--- config.mk ---
export PLATFORM = sky130hd
export DESIGN_NAME = solenoid_lock_safety_controller_core
export DESIGN_NICKNAME = d
export VERILOG_FILES = /design/src/rtl/slsc_pkg.sv /design/src/rtl/slsc_in_stage.sv /design/src/rtl/slsc_engine.sv /design/src/rtl/solenoid_lock_safety_controller_core.sv
export SDC_FILE = /design/constraint.sdc
export NUM_CORES = 2
export LEC_CHECK = 0
export BUFFER_PORTS_ARGS = -buffer_cell sky130_fd_sc_hd__buf_4
export CAP_MARGIN = 25
export CORE_UTILIZATION = 35
export CTS_BUF_LIST = sky130_fd_sc_hd__clkbuf_16
export DETAILED_ROUTE_END_ITERATION = 8
export HOLD_SLACK_MARGIN = 0.12
export SYNTH_ARGS = -nofsm -noshare
export SYNTH_HDL_FRONTEND = slang
export SYNTH_SLANG_ARGS = --single-unit
--- constraint.sdc ---
create_clock -name clk -period 18.56 [get_ports clk]
set_clock_uncertainty 0.1 [all_clocks]
set_input_delay 3.712 -clock clk [delete_from_list [all_inputs] [get_ports clk]]
set_output_delay 3.712 -clock clk [all_outputs]
set_load 0.02 [all_outputs]
--- src/rtl/slsc_pkg.sv ---
// Shared types, codes and constants of the solenoid lock safety controller.
`timescale 1ns / 1ps

package slsc_pkg;

  // Event kinds carried in the input tuser field.
  localparam logic [3:0] KIND_TICK        = 4'd0;
  localparam logic [3:0] KIND_INIT        = 4'd1;
  localparam logic [3:0] KIND_UNLOCK      = 4'd2;
  localparam logic [3:0] KIND_LOCK        = 4'd3;
  localparam logic [3:0] KIND_UNJAM       = 4'd4;
  localparam logic [3:0] KIND_CLR_TAMPER  = 4'd5;
  localparam logic [3:0] KIND_SUPPRESS    = 4'd6;
  localparam logic [3:0] KIND_ARM         = 4'd7;
  localparam logic [3:0] KIND_RESET_UNJAM = 4'd8;

  // Result status codes.
  localparam logic [2:0] STATUS_OK          = 3'd0;
  localparam logic [2:0] STATUS_OVERHEATED  = 3'd1;
  localparam logic [2:0] STATUS_STUCK_OPEN  = 3'd2;
  localparam logic [2:0] STATUS_UNJAM_COOL  = 3'd3;
  localparam logic [2:0] STATUS_UNJAM_LIMIT = 3'd4;

  // Configuration register indexes.
  localparam logic [2:0] REG_DEBOUNCE      = 3'd0;
  localparam logic [2:0] REG_OPEN_CONFIRM  = 3'd1;
  localparam logic [2:0] REG_COOLDOWN      = 3'd2;
  localparam logic [2:0] REG_BOOT_GRACE    = 3'd3;
  localparam logic [2:0] REG_MAX_ACTIVE    = 3'd4;
  localparam logic [2:0] REG_TEMP_LIMIT    = 3'd5;
  localparam logic [2:0] REG_HEAT_PER_PULSE = 3'd6;
  localparam logic [2:0] REG_COOL_PER_MS   = 3'd7;

  localparam int CFG_INDEX_W = 3;
  localparam int CFG_DATA_W  = 32;

  // Configuration reset values.
  localparam logic [15:0] DEBOUNCE_RST      = 16'd50;
  localparam logic [19:0] OPEN_CONFIRM_RST  = 20'd1000;
  localparam logic [19:0] COOLDOWN_RST      = 20'd30000;
  localparam logic [19:0] BOOT_GRACE_RST    = 20'd5000;
  localparam logic [19:0] MAX_ACTIVE_RST    = 20'd10000;
  localparam logic [31:0] TEMP_LIMIT_RST    = 32'd4587520;
  localparam logic [23:0] HEAT_PER_PULSE_RST = 24'd327680;
  localparam logic [15:0] COOL_PER_MS_RST   = 16'd655;

  // Coil temperature floor, 25 C in 1/65536 C.
  localparam logic [31:0] TEMP_FLOOR = 32'd1638400;

  // Unjam pulse policy.
  localparam logic [3:0]  UNJAM_PULSES_MAX    = 4'd3;
  localparam logic [31:0] UNJAM_WIDTH_MS      = 32'd300;
  localparam logic [31:0] UNJAM_GAP_MS        = 32'd2000;
  localparam logic [31:0] UNJAM_IDLE_RESET_MS = 32'd60000;

  // One input event.
  typedef struct packed {
    logic [3:0]  kind;
    logic [31:0] now_ms;
    logic        reed_sample;
    logic        ignore_reed;
  } item_t;

  // One result.
  typedef struct packed {
    logic [2:0] status;
    logic       cutoff_fired;
    logic       solenoid_on;
    logic       box_locked;
    logic       tamper_flag;
    logic       too_hot;
    logic [3:0] unjam_left;
  } result_t;

  // Handshake between the input register and the engine.
  typedef struct packed {
    logic valid;
    logic advance;
  } stage_ctl_t;

endpackage

--- src/rtl/slsc_in_stage.sv ---
// Input register of the controller, holding one accepted event.
`timescale 1ns / 1ps

module slsc_in_stage (
  input  logic                clk,
  input  logic                rst,
  input  logic                s_axis_tvalid,
  output logic                s_axis_tready,
  input  logic [3:0]          s_axis_tuser,  // kind
  input  logic [39:0]         s_axis_tdata,  // now_ms, reed_sample, ignore_reed, zero pad
  input  logic                advance,
  output slsc_pkg::item_t     item,
  output logic                item_valid
);
  import slsc_pkg::*;

  // The register takes a new transaction when it is empty or its event moves on.
  assign s_axis_tready = !item_valid || advance;

  always_ff @(posedge clk) begin
    if (rst) begin
      item_valid <= 1'b0;
    end else if (s_axis_tready) begin
      item_valid <= s_axis_tvalid;
    end
  end

  // Payload capture.
  always_ff @(posedge clk) begin
    if (s_axis_tready && s_axis_tvalid) begin
      item.kind        <= s_axis_tuser;
      item.now_ms      <= s_axis_tdata[31:0];
      item.reed_sample <= s_axis_tdata[32];
      item.ignore_reed <= s_axis_tdata[33];
    end
  end

endmodule

--- src/rtl/slsc_engine.sv ---
// Controller state, configuration registers, single-pass update and result register.
`timescale 1ns / 1ps

module slsc_engine (
  input  logic                               clk,
  input  logic                               rst,
  input  logic                               cfg_we,
  input  logic [slsc_pkg::CFG_INDEX_W-1:0]   cfg_index,
  input  logic [slsc_pkg::CFG_DATA_W-1:0]    cfg_data,
  input  slsc_pkg::item_t                    item,
  output slsc_pkg::stage_ctl_t               ctl,
  input  logic                               item_valid,
  output logic                               m_axis_tvalid,
  input  logic                               m_axis_tready,
  output slsc_pkg::result_t                  result
);
  import slsc_pkg::*;

  // Configuration registers.
  logic [15:0] debounce_ms;
  logic [19:0] open_confirm_ms;
  logic [19:0] trigger_holdoff_ms;
  logic [19:0] boot_grace_ms;
  logic [19:0] max_active_ms;
  logic [31:0] temp_limit;
  logic [23:0] heat_per_pulse;
  logic [15:0] cool_per_ms;

  // Controller state.
  logic        reed_last, reed_last_next;
  logic        reed_stable, reed_stable_next;
  logic [31:0] reed_change_time, reed_change_time_next;
  logic [31:0] open_since_time, open_since_time_next;
  logic        open_since_valid, open_since_valid_next;
  logic        tamper_latched, tamper_latched_next;
  logic        tamper_suppressed, tamper_suppressed_next;
  logic        prev_qualified, prev_qualified_next;
  logic [31:0] tamper_time, tamper_time_next;
  logic        tamper_time_valid, tamper_time_valid_next;
  logic [31:0] boot_time, boot_time_next;
  logic        drive_on, drive_on_next;
  logic [31:0] drive_on_time, drive_on_time_next;
  logic [31:0] coil_temp, coil_temp_next;
  logic [31:0] last_cool_time, last_cool_time_next;
  logic [3:0]  unjam_count, unjam_count_next;
  logic [31:0] unjam_time, unjam_time_next;
  logic        unjam_time_valid, unjam_time_valid_next;
  logic [31:0] unjam_off_time, unjam_off_time_next;
  logic        unjam_off_pending, unjam_off_pending_next;

  logic        fire;
  logic [2:0]  status;
  logic        cutoff;
  logic        qualified;
  logic [31:0] cool_elapsed;
  logic [47:0] cool_drop;
  logic [48:0] floor_sum;
  logic [32:0] heat_sum;
  logic [31:0] heated_temp;
  logic        hot_now;
  logic        unjam_idle;

  // The engine moves when the result register is free or being drained.
  assign ctl.valid   = item_valid;
  assign ctl.advance = !m_axis_tvalid || m_axis_tready;
  assign fire        = item_valid && ctl.advance;

  // Shared arithmetic: cooling drop, saturating heat and overheat test.
  assign cool_elapsed = item.now_ms - last_cool_time;
  assign cool_drop    = 48'(cool_elapsed) * 48'(cool_per_ms);
  assign floor_sum    = 49'(TEMP_FLOOR) + 49'(cool_drop);
  assign heat_sum     = {1'b0, coil_temp} + 33'(heat_per_pulse);
  assign heated_temp  = heat_sum[32] ? 32'hFFFF_FFFF : heat_sum[31:0];
  assign hot_now      = coil_temp >= temp_limit;
  assign unjam_idle   = (unjam_count != 4'd0) && unjam_time_valid &&
                        ((item.now_ms - unjam_time) >= UNJAM_IDLE_RESET_MS);

  // Next state for the event in the input register.
  always_comb begin
    logic        rl;
    logic [31:0] rct;
    logic        stable;
    logic        osv;
    logic [31:0] ost;
    logic        cooldown;
    logic        grace;
    logic        confirmed;
    logic        drv;
    logic        pend;
    logic [3:0]  cnt;
    logic        utv;

    rl        = reed_last;
    rct       = reed_change_time;
    stable    = reed_stable;
    osv       = open_since_valid;
    ost       = open_since_time;
    cooldown  = 1'b0;
    grace     = 1'b0;
    confirmed = 1'b0;
    drv       = drive_on;
    pend      = unjam_off_pending;
    cnt       = unjam_count;
    utv       = unjam_time_valid;

    reed_last_next         = reed_last;
    reed_stable_next       = reed_stable;
    reed_change_time_next  = reed_change_time;
    open_since_time_next   = open_since_time;
    open_since_valid_next  = open_since_valid;
    tamper_latched_next    = tamper_latched;
    tamper_suppressed_next = tamper_suppressed;
    prev_qualified_next    = prev_qualified;
    tamper_time_next       = tamper_time;
    tamper_time_valid_next = tamper_time_valid;
    boot_time_next         = boot_time;
    drive_on_next          = drive_on;
    drive_on_time_next     = drive_on_time;
    coil_temp_next         = coil_temp;
    last_cool_time_next    = last_cool_time;
    unjam_count_next       = unjam_count;
    unjam_time_next        = unjam_time;
    unjam_time_valid_next  = unjam_time_valid;
    unjam_off_time_next    = unjam_off_time;
    unjam_off_pending_next = unjam_off_pending;
    status                 = STATUS_OK;
    cutoff                 = 1'b0;
    qualified              = 1'b0;

    case (item.kind)
      KIND_TICK: begin
        // Reed debounce.
        if (item.reed_sample != rl) begin
          rl  = item.reed_sample;
          rct = item.now_ms;
        end
        if ((item.now_ms - rct) >= 32'(debounce_ms)) begin
          stable = rl;
        end
        // Sustained-open timing.
        if (!stable) begin
          if (!osv) begin
            osv = 1'b1;
            ost = item.now_ms;
          end
        end else begin
          osv = 1'b0;
        end
        // Tamper qualification on a rising edge outside cooldown and grace.
        cooldown  = tamper_time_valid &&
                    ((item.now_ms - tamper_time) < 32'(trigger_holdoff_ms));
        grace     = (item.now_ms - boot_time) < 32'(boot_grace_ms);
        confirmed = osv && ((item.now_ms - ost) >= 32'(open_confirm_ms));
        qualified = confirmed && !drive_on && !tamper_suppressed && !grace;
        if (!prev_qualified && qualified && !cooldown) begin
          tamper_latched_next    = 1'b1;
          tamper_time_next       = item.now_ms;
          tamper_time_valid_next = 1'b1;
        end
        prev_qualified_next   = qualified;
        reed_last_next        = rl;
        reed_change_time_next = rct;
        reed_stable_next      = stable;
        open_since_valid_next = osv;
        open_since_time_next  = ost;
        // Coil cooling, floored at 25 C.
        if (cool_elapsed != 32'd0) begin
          if (49'(coil_temp) < floor_sum) begin
            coil_temp_next = TEMP_FLOOR;
          end else begin
            coil_temp_next = coil_temp - cool_drop[31:0];
          end
        end
        last_cool_time_next = item.now_ms;
        // Unjam auto-off once the scheduled time is reached.
        if (pend && !((item.now_ms - unjam_off_time) >= 32'h8000_0000)) begin
          drv  = 1'b0;
          pend = 1'b0;
        end
        // Hard on-time cutoff.
        if (drv && ((item.now_ms - drive_on_time) >= 32'(max_active_ms))) begin
          drv    = 1'b0;
          pend   = 1'b0;
          cutoff = 1'b1;
        end
        drive_on_next          = drv;
        unjam_off_pending_next = pend;
      end
      KIND_INIT: begin
        reed_last_next         = item.reed_sample;
        reed_stable_next       = item.reed_sample;
        last_cool_time_next    = item.now_ms;
        tamper_time_valid_next = 1'b0;
        boot_time_next         = item.now_ms;
        open_since_valid_next  = !item.reed_sample;
        open_since_time_next   = item.now_ms;
        prev_qualified_next    = 1'b0;
        drive_on_next          = 1'b0;
      end
      KIND_UNLOCK: begin
        if (hot_now) begin
          status = STATUS_OVERHEATED;
        end else begin
          drive_on_next          = 1'b1;
          drive_on_time_next     = item.now_ms;
          coil_temp_next         = heated_temp;
          unjam_off_pending_next = 1'b0;
        end
      end
      KIND_LOCK: begin
        drive_on_next = 1'b0;
        if (!item.ignore_reed && !item.reed_sample) begin
          status = STATUS_STUCK_OPEN;
        end else begin
          reed_stable_next = 1'b1;
        end
      end
      KIND_UNJAM: begin
        // Idle counter reset comes before every guard.
        if (unjam_idle) begin
          cnt                    = 4'd0;
          utv                    = 1'b0;
          unjam_off_pending_next = 1'b0;
        end
        unjam_count_next      = cnt;
        unjam_time_valid_next = utv;
        if (hot_now) begin
          status = STATUS_OVERHEATED;
        end else if (utv && ((item.now_ms - unjam_time) < UNJAM_GAP_MS)) begin
          status = STATUS_UNJAM_COOL;
        end else if (cnt >= UNJAM_PULSES_MAX) begin
          status = STATUS_UNJAM_LIMIT;
        end else begin
          drive_on_next          = 1'b1;
          drive_on_time_next     = item.now_ms;
          coil_temp_next         = heated_temp;
          unjam_off_time_next    = item.now_ms + UNJAM_WIDTH_MS;
          unjam_off_pending_next = 1'b1;
          unjam_count_next       = cnt + 4'd1;
          unjam_time_next        = item.now_ms;
          unjam_time_valid_next  = 1'b1;
        end
      end
      KIND_CLR_TAMPER: tamper_latched_next    = 1'b0;
      KIND_SUPPRESS:   tamper_suppressed_next = 1'b1;
      KIND_ARM:        tamper_suppressed_next = 1'b0;
      KIND_RESET_UNJAM: begin
        unjam_count_next       = 4'd0;
        unjam_time_valid_next  = 1'b0;
        unjam_off_pending_next = 1'b0;
      end
      default: begin
      end
    endcase
  end

  // Configuration writes.
  always_ff @(posedge clk) begin
    if (rst) begin
      debounce_ms        <= DEBOUNCE_RST;
      open_confirm_ms    <= OPEN_CONFIRM_RST;
      trigger_holdoff_ms <= COOLDOWN_RST;
      boot_grace_ms      <= BOOT_GRACE_RST;
      max_active_ms      <= MAX_ACTIVE_RST;
      temp_limit         <= TEMP_LIMIT_RST;
      heat_per_pulse     <= HEAT_PER_PULSE_RST;
      cool_per_ms        <= COOL_PER_MS_RST;
    end else if (cfg_we) begin
      unique case (cfg_index)
        REG_DEBOUNCE:       debounce_ms        <= cfg_data[15:0];
        REG_OPEN_CONFIRM:   open_confirm_ms    <= cfg_data[19:0];
        REG_COOLDOWN:       trigger_holdoff_ms <= cfg_data[19:0];
        REG_BOOT_GRACE:     boot_grace_ms      <= cfg_data[19:0];
        REG_MAX_ACTIVE:     max_active_ms      <= cfg_data[19:0];
        REG_TEMP_LIMIT:     temp_limit         <= cfg_data[31:0];
        REG_HEAT_PER_PULSE: heat_per_pulse     <= cfg_data[23:0];
        REG_COOL_PER_MS:    cool_per_ms        <= cfg_data[15:0];
        default: begin
        end
      endcase
    end
  end

  // State update, one event per cycle while the result register is free or being drained.
  always_ff @(posedge clk) begin
    if (rst) begin
      reed_last         <= 1'b1;
      reed_stable       <= 1'b1;
      reed_change_time  <= 32'd0;
      open_since_time   <= 32'd0;
      open_since_valid  <= 1'b0;
      tamper_latched    <= 1'b0;
      tamper_suppressed <= 1'b0;
      prev_qualified    <= 1'b0;
      tamper_time       <= 32'd0;
      tamper_time_valid <= 1'b0;
      boot_time         <= 32'd0;
      drive_on          <= 1'b0;
      drive_on_time     <= 32'd0;
      coil_temp         <= TEMP_FLOOR;
      last_cool_time    <= 32'd0;
      unjam_count       <= 4'd0;
      unjam_time        <= 32'd0;
      unjam_time_valid  <= 1'b0;
      unjam_off_time    <= 32'd0;
      unjam_off_pending <= 1'b0;
    end else if (fire) begin
      reed_last         <= reed_last_next;
      reed_stable       <= reed_stable_next;
      reed_change_time  <= reed_change_time_next;
      open_since_time   <= open_since_time_next;
      open_since_valid  <= open_since_valid_next;
      tamper_latched    <= tamper_latched_next;
      tamper_suppressed <= tamper_suppressed_next;
      prev_qualified    <= prev_qualified_next;
      tamper_time       <= tamper_time_next;
      tamper_time_valid <= tamper_time_valid_next;
      boot_time         <= boot_time_next;
      drive_on          <= drive_on_next;
      drive_on_time     <= drive_on_time_next;
      coil_temp         <= coil_temp_next;
      last_cool_time    <= last_cool_time_next;
      unjam_count       <= unjam_count_next;
      unjam_time        <= unjam_time_next;
      unjam_time_valid  <= unjam_time_valid_next;
      unjam_off_time    <= unjam_off_time_next;
      unjam_off_pending <= unjam_off_pending_next;
    end
  end

  // Result register valid flag.
  always_ff @(posedge clk) begin
    if (rst) begin
      m_axis_tvalid <= 1'b0;
    end else if (ctl.advance) begin
      m_axis_tvalid <= item_valid;
    end
  end

  // Result payload from the state after the event.
  always_ff @(posedge clk) begin
    if (fire) begin
      result.status       <= status;
      result.cutoff_fired <= cutoff;
      result.solenoid_on  <= drive_on_next;
      result.box_locked   <= reed_stable_next;
      result.tamper_flag  <= tamper_latched_next;
      result.too_hot      <= coil_temp_next >= temp_limit;
      result.unjam_left   <= (unjam_count_next < UNJAM_PULSES_MAX) ?
                             (UNJAM_PULSES_MAX - unjam_count_next) : 4'd0;
    end
  end

endmodule

--- src/rtl/solenoid_lock_safety_controller_core.sv ---
// Top level of the solenoid lock safety controller.
// The block takes one event per clock cycle while the output is not stalled and returns
// one result for each, passing through the input register and then the result register.
// The rate is set by the state update, which reads and writes all controller state
// between those registers; the cooling step there uses one 32 by 16 multiplier.
// Configuration writes take effect at the next edge and no clearing pass follows reset.
`timescale 1ns / 1ps

module solenoid_lock_safety_controller_core (
  input  logic                               clk,
  input  logic                               rst,
  input  logic                               cfg_we,
  input  logic [slsc_pkg::CFG_INDEX_W-1:0]   cfg_index,
  input  logic [slsc_pkg::CFG_DATA_W-1:0]    cfg_data,
  input  logic                               s_axis_tvalid,
  output logic                               s_axis_tready,
  input  logic [3:0]                         s_axis_tuser,  // kind
  input  logic [39:0]                        s_axis_tdata,  // now_ms, reed_sample,
                                                            // ignore_reed, zero pad
  output logic                               m_axis_tvalid,
  input  logic                               m_axis_tready,
  output logic [15:0]                        m_axis_tdata   // status, cutoff_fired,
                                                            // solenoid_on, box_locked,
                                                            // tamper_flag, too_hot,
                                                            // unjam_left, zero pad
);
  import slsc_pkg::*;

  item_t      item;
  logic       item_valid;
  stage_ctl_t ctl;
  result_t    result;

  slsc_in_stage u_in_stage (
    .clk           (clk),
    .rst           (rst),
    .s_axis_tvalid (s_axis_tvalid),
    .s_axis_tready (s_axis_tready),
    .s_axis_tuser  (s_axis_tuser),
    .s_axis_tdata  (s_axis_tdata),
    .advance       (ctl.advance),
    .item          (item),
    .item_valid    (item_valid)
  );

  slsc_engine u_engine (
    .clk           (clk),
    .rst           (rst),
    .cfg_we        (cfg_we),
    .cfg_index     (cfg_index),
    .cfg_data      (cfg_data),
    .item          (item),
    .ctl           (ctl),
    .item_valid    (item_valid),
    .m_axis_tvalid (m_axis_tvalid),
    .m_axis_tready (m_axis_tready),
    .result        (result)
  );

  // Result packing, first field in the lowest bits.
  assign m_axis_tdata = {4'd0, result.unjam_left, result.too_hot, result.tamper_flag,
                         result.box_locked, result.solenoid_on, result.cutoff_fired,
                         result.status};

endmodule

==> flow_summary.json <==
{
  "min_path_type": "reg2reg",
  "async_flop_share_pct": 0,
  "synth_warnings": 0,
  "cts_tree": "yes",
  "synth_area_sq_um": 58400,
  "fin_crit_sh_pct": 86.6,
  "fin_nets": 8489,
  "max_stage_delay_ns": 0.79,
  "worst_pin_slew_ns": 1.06,
  "holdBufCountCts": 0,
  "cp_slowest_cell": "edfxtp_1",
  "cpMostUsedCell": "a21o_1",
  "layout_setup_ws_ns": 2.49,
  "wl_um": 184000,
  "vias": 51800,
  "worstSetupEndpointType": "flop",
  "setup_violations": 0,
  "coreArea_sq_um": 165000,
  "viasPerCell": 5.39,
  "critPathKind": "reg2reg",
  "critPathArrivalTime_ns": 16.38,
  "fin_crit_ns": 16.07,
  "place_hpwl_um": 142000,
  "ios": 102,
  "fill_cells": 16900,
  "whs_ns": 0.350,
  "grt_max_degree": 101,
  "grt-ovfl-total": 0,
  "synth_cell_types": 118,
  "cts-root-buf": "clkbuf_16",
  "fp.dieH_um": 410,
  "grt_pass1_wl_um": 289000,
  "drt-initial-drc-count": 3436,
  "io_buffers": 91,
  "insertion_delay_ns": 0.69,
  "postSynthAreaPerCell_sq_um": 7.84,
  "largest_register_ffs": 38,
  "post-place-ws_ns": 2.55,
  "fp-row-count": 149,
  "hold_viol": 0,
  "grt_pass1_vias": 50700,
  "gp_congestion": 0.919,
  "worstSetupStartpointType": "flop",
  "antenna_found_initial": 12,
  "crit_required_ns": 18.87,
  "cts_buffers": 59,
  "start_util_pct": 35.3,
  "chipWidth_um": 410,
  "status": "finished with violations",
  "cts.repair.resized": 0,
  "clock_sinks": 520,
  "tns_ns": 0,
  "crit_buf_inv": 6,
  "cts_max_level": 2,
  "ys.flop_type": "dfxtp_1",
  "wl_per_cell_um": 19.2,
  "grt_usage_pct": 21.6,
  "top_register": "u_in_stage.item",
  "drt_pre_antenna_iters": 8,
  "crit_fanout": 11,
  "drc": 6,
  "maxSlewHeadroom_pct": 29.4,
  "fmax_ghz": 0.0622,
  "ant_nets": 0,
  "synthCells": 7449,
  "synth-edff-count": 50,
  "violations": "DRC",
  "ys_seq_area_share_pct": 18.7,
  "drv_cap": 0,
  "dieArea_sq_um": 168000,
  "post_cts_buffers": 0,
  "rsz0062_at_grt": "false",
  "cts.clk_slew.worst_paths_ns": 0.06,
  "clockBufferDepth": 3,
  "drive_above_1_share_pct": 5.68,
  "critPathTopFamily": "compound AO/OA/AOI/OAI gates",
  "area_delta_synth_final_pct": 8.97,
  "ys_seq_elements": 520,
  "report.final.slew_viol_count": 0
}
[per-stage QoR]
stage,cell area (sq um),util [%],cells
2_1_floorplan,58400,-,7452
5_1_grt,63600,38.5,9613
3_5_place_dp,61500,37.2,9500
6_report,63600,38.5,9616
3_3_place_gp,61500,37.2,9499
4_1_cts,63500,38.4,9608
[tightest hold or removal path, cell delays in order, from the launching register on]
cell     delay, ns
dfxtp_1       0.30
nand2_1       0.05
a21oi_1       0.05
[cell type report]
cell class	count	area (sq um)	share of cell area, %
clock buffer	62	1550	2.44
inverter	883	3320	5.21
antenna	3	7.51	0.0118
multi-input combinational	5687	42900	67.3
sequential	520	10900	17.2
clock inverter	46	467	0.733
timing repair buffer	226	1780	2.80
tap	2189	2740	4.30
[cell usage in the layout (no fill, tap or decap), types with 93 or more instances in the layout]
master / count
a211oi_1: 118
a21o_1: 172
a21oi_1: 642
and2_1: 216
buf_4: 220
dfxtp_1: 465
fa_1: 427
ha_1: 600
inv_1: 896
mux2i_1: 101
nand2_1: 1110
nand3_1: 97
nand4_1: 102
nor2_1: 454
nor2b_1: 93
o21ai_0: 254
xnor2_1: 147
xor2_1: 96
[cells by family after synthesis]
family	after synthesis	synth area share, %
AOI/OAI and AO/OA	1786	19.8
xor gates and xnor gates	244	3.69
adders and majority gates	1028	27.5
buffers and inverters	1245	8.15
DFF	520	18.7
muxes	106	1.83
other	1	0.00642
and+or+nand+nor	2519	20.3
[synth_stat cells (45+ instances only)]
library cell     n  share of area [%]
fa_1           427                 15
xnor2_1        147                2.2
nand4_1        102                1.1
a211oi_1       118                1.5
edfxtp_1        50                2.6
and2_1         217                2.3
o21a_1          86                1.1
clkbuf_1       296                1.9
a21o_1         173                2.2
xor2_1          96                1.4
dfxtp_1        470                 16
nor3_1          94               0.81
o211ai_1        45               0.58
inv_1          882                5.7
or3_1           49               0.52
nand2b_1        86               0.92
o21ai_0        254                2.2
o31ai_1         59               0.76
and3_1          45               0.48
a211o_1         50               0.75
ha_1           601                 13
nor2b_1         93                1.0
nor2_1         461                3.0
mux2i_1        102                1.7
nand2_1       1110                7.1
a21oi_1        642                5.5
nand3_1         98               0.84
[path summary, 6_finish.rpt]
path,startpoint,slack (ns),cells past startpoint,endpoint
worst max-delay path,u_in_stage.item[2],2.49,57,u_engine.result[4]
worst min-delay path,u_engine.unjam_time[5],0.35,2,u_engine.unjam_time[5]
worst min register to register,u_engine.unjam_time[5],0.35,2,u_engine.unjam_time[5]
worst max register to register,u_in_stage.item[2],2.49,57,u_engine.result[4]
[per-layer routing]
metal  part of all wire (%)  vias to the layer above  track usage, %  routed length (um)
met1                     45                    25100            28.9               82800
met3                    5.4                      244            2.35                9990
met5                  0.016                        -               0                  29
li1                       -                    25200               -                   -
met4                    3.6                        4            7.34                6630
met2                     46                     1289            36.0               84900
Power is left out: the tool's default activity adds up to more than one toggle a clock period on the data nets, which glitch-free logic cannot reach.
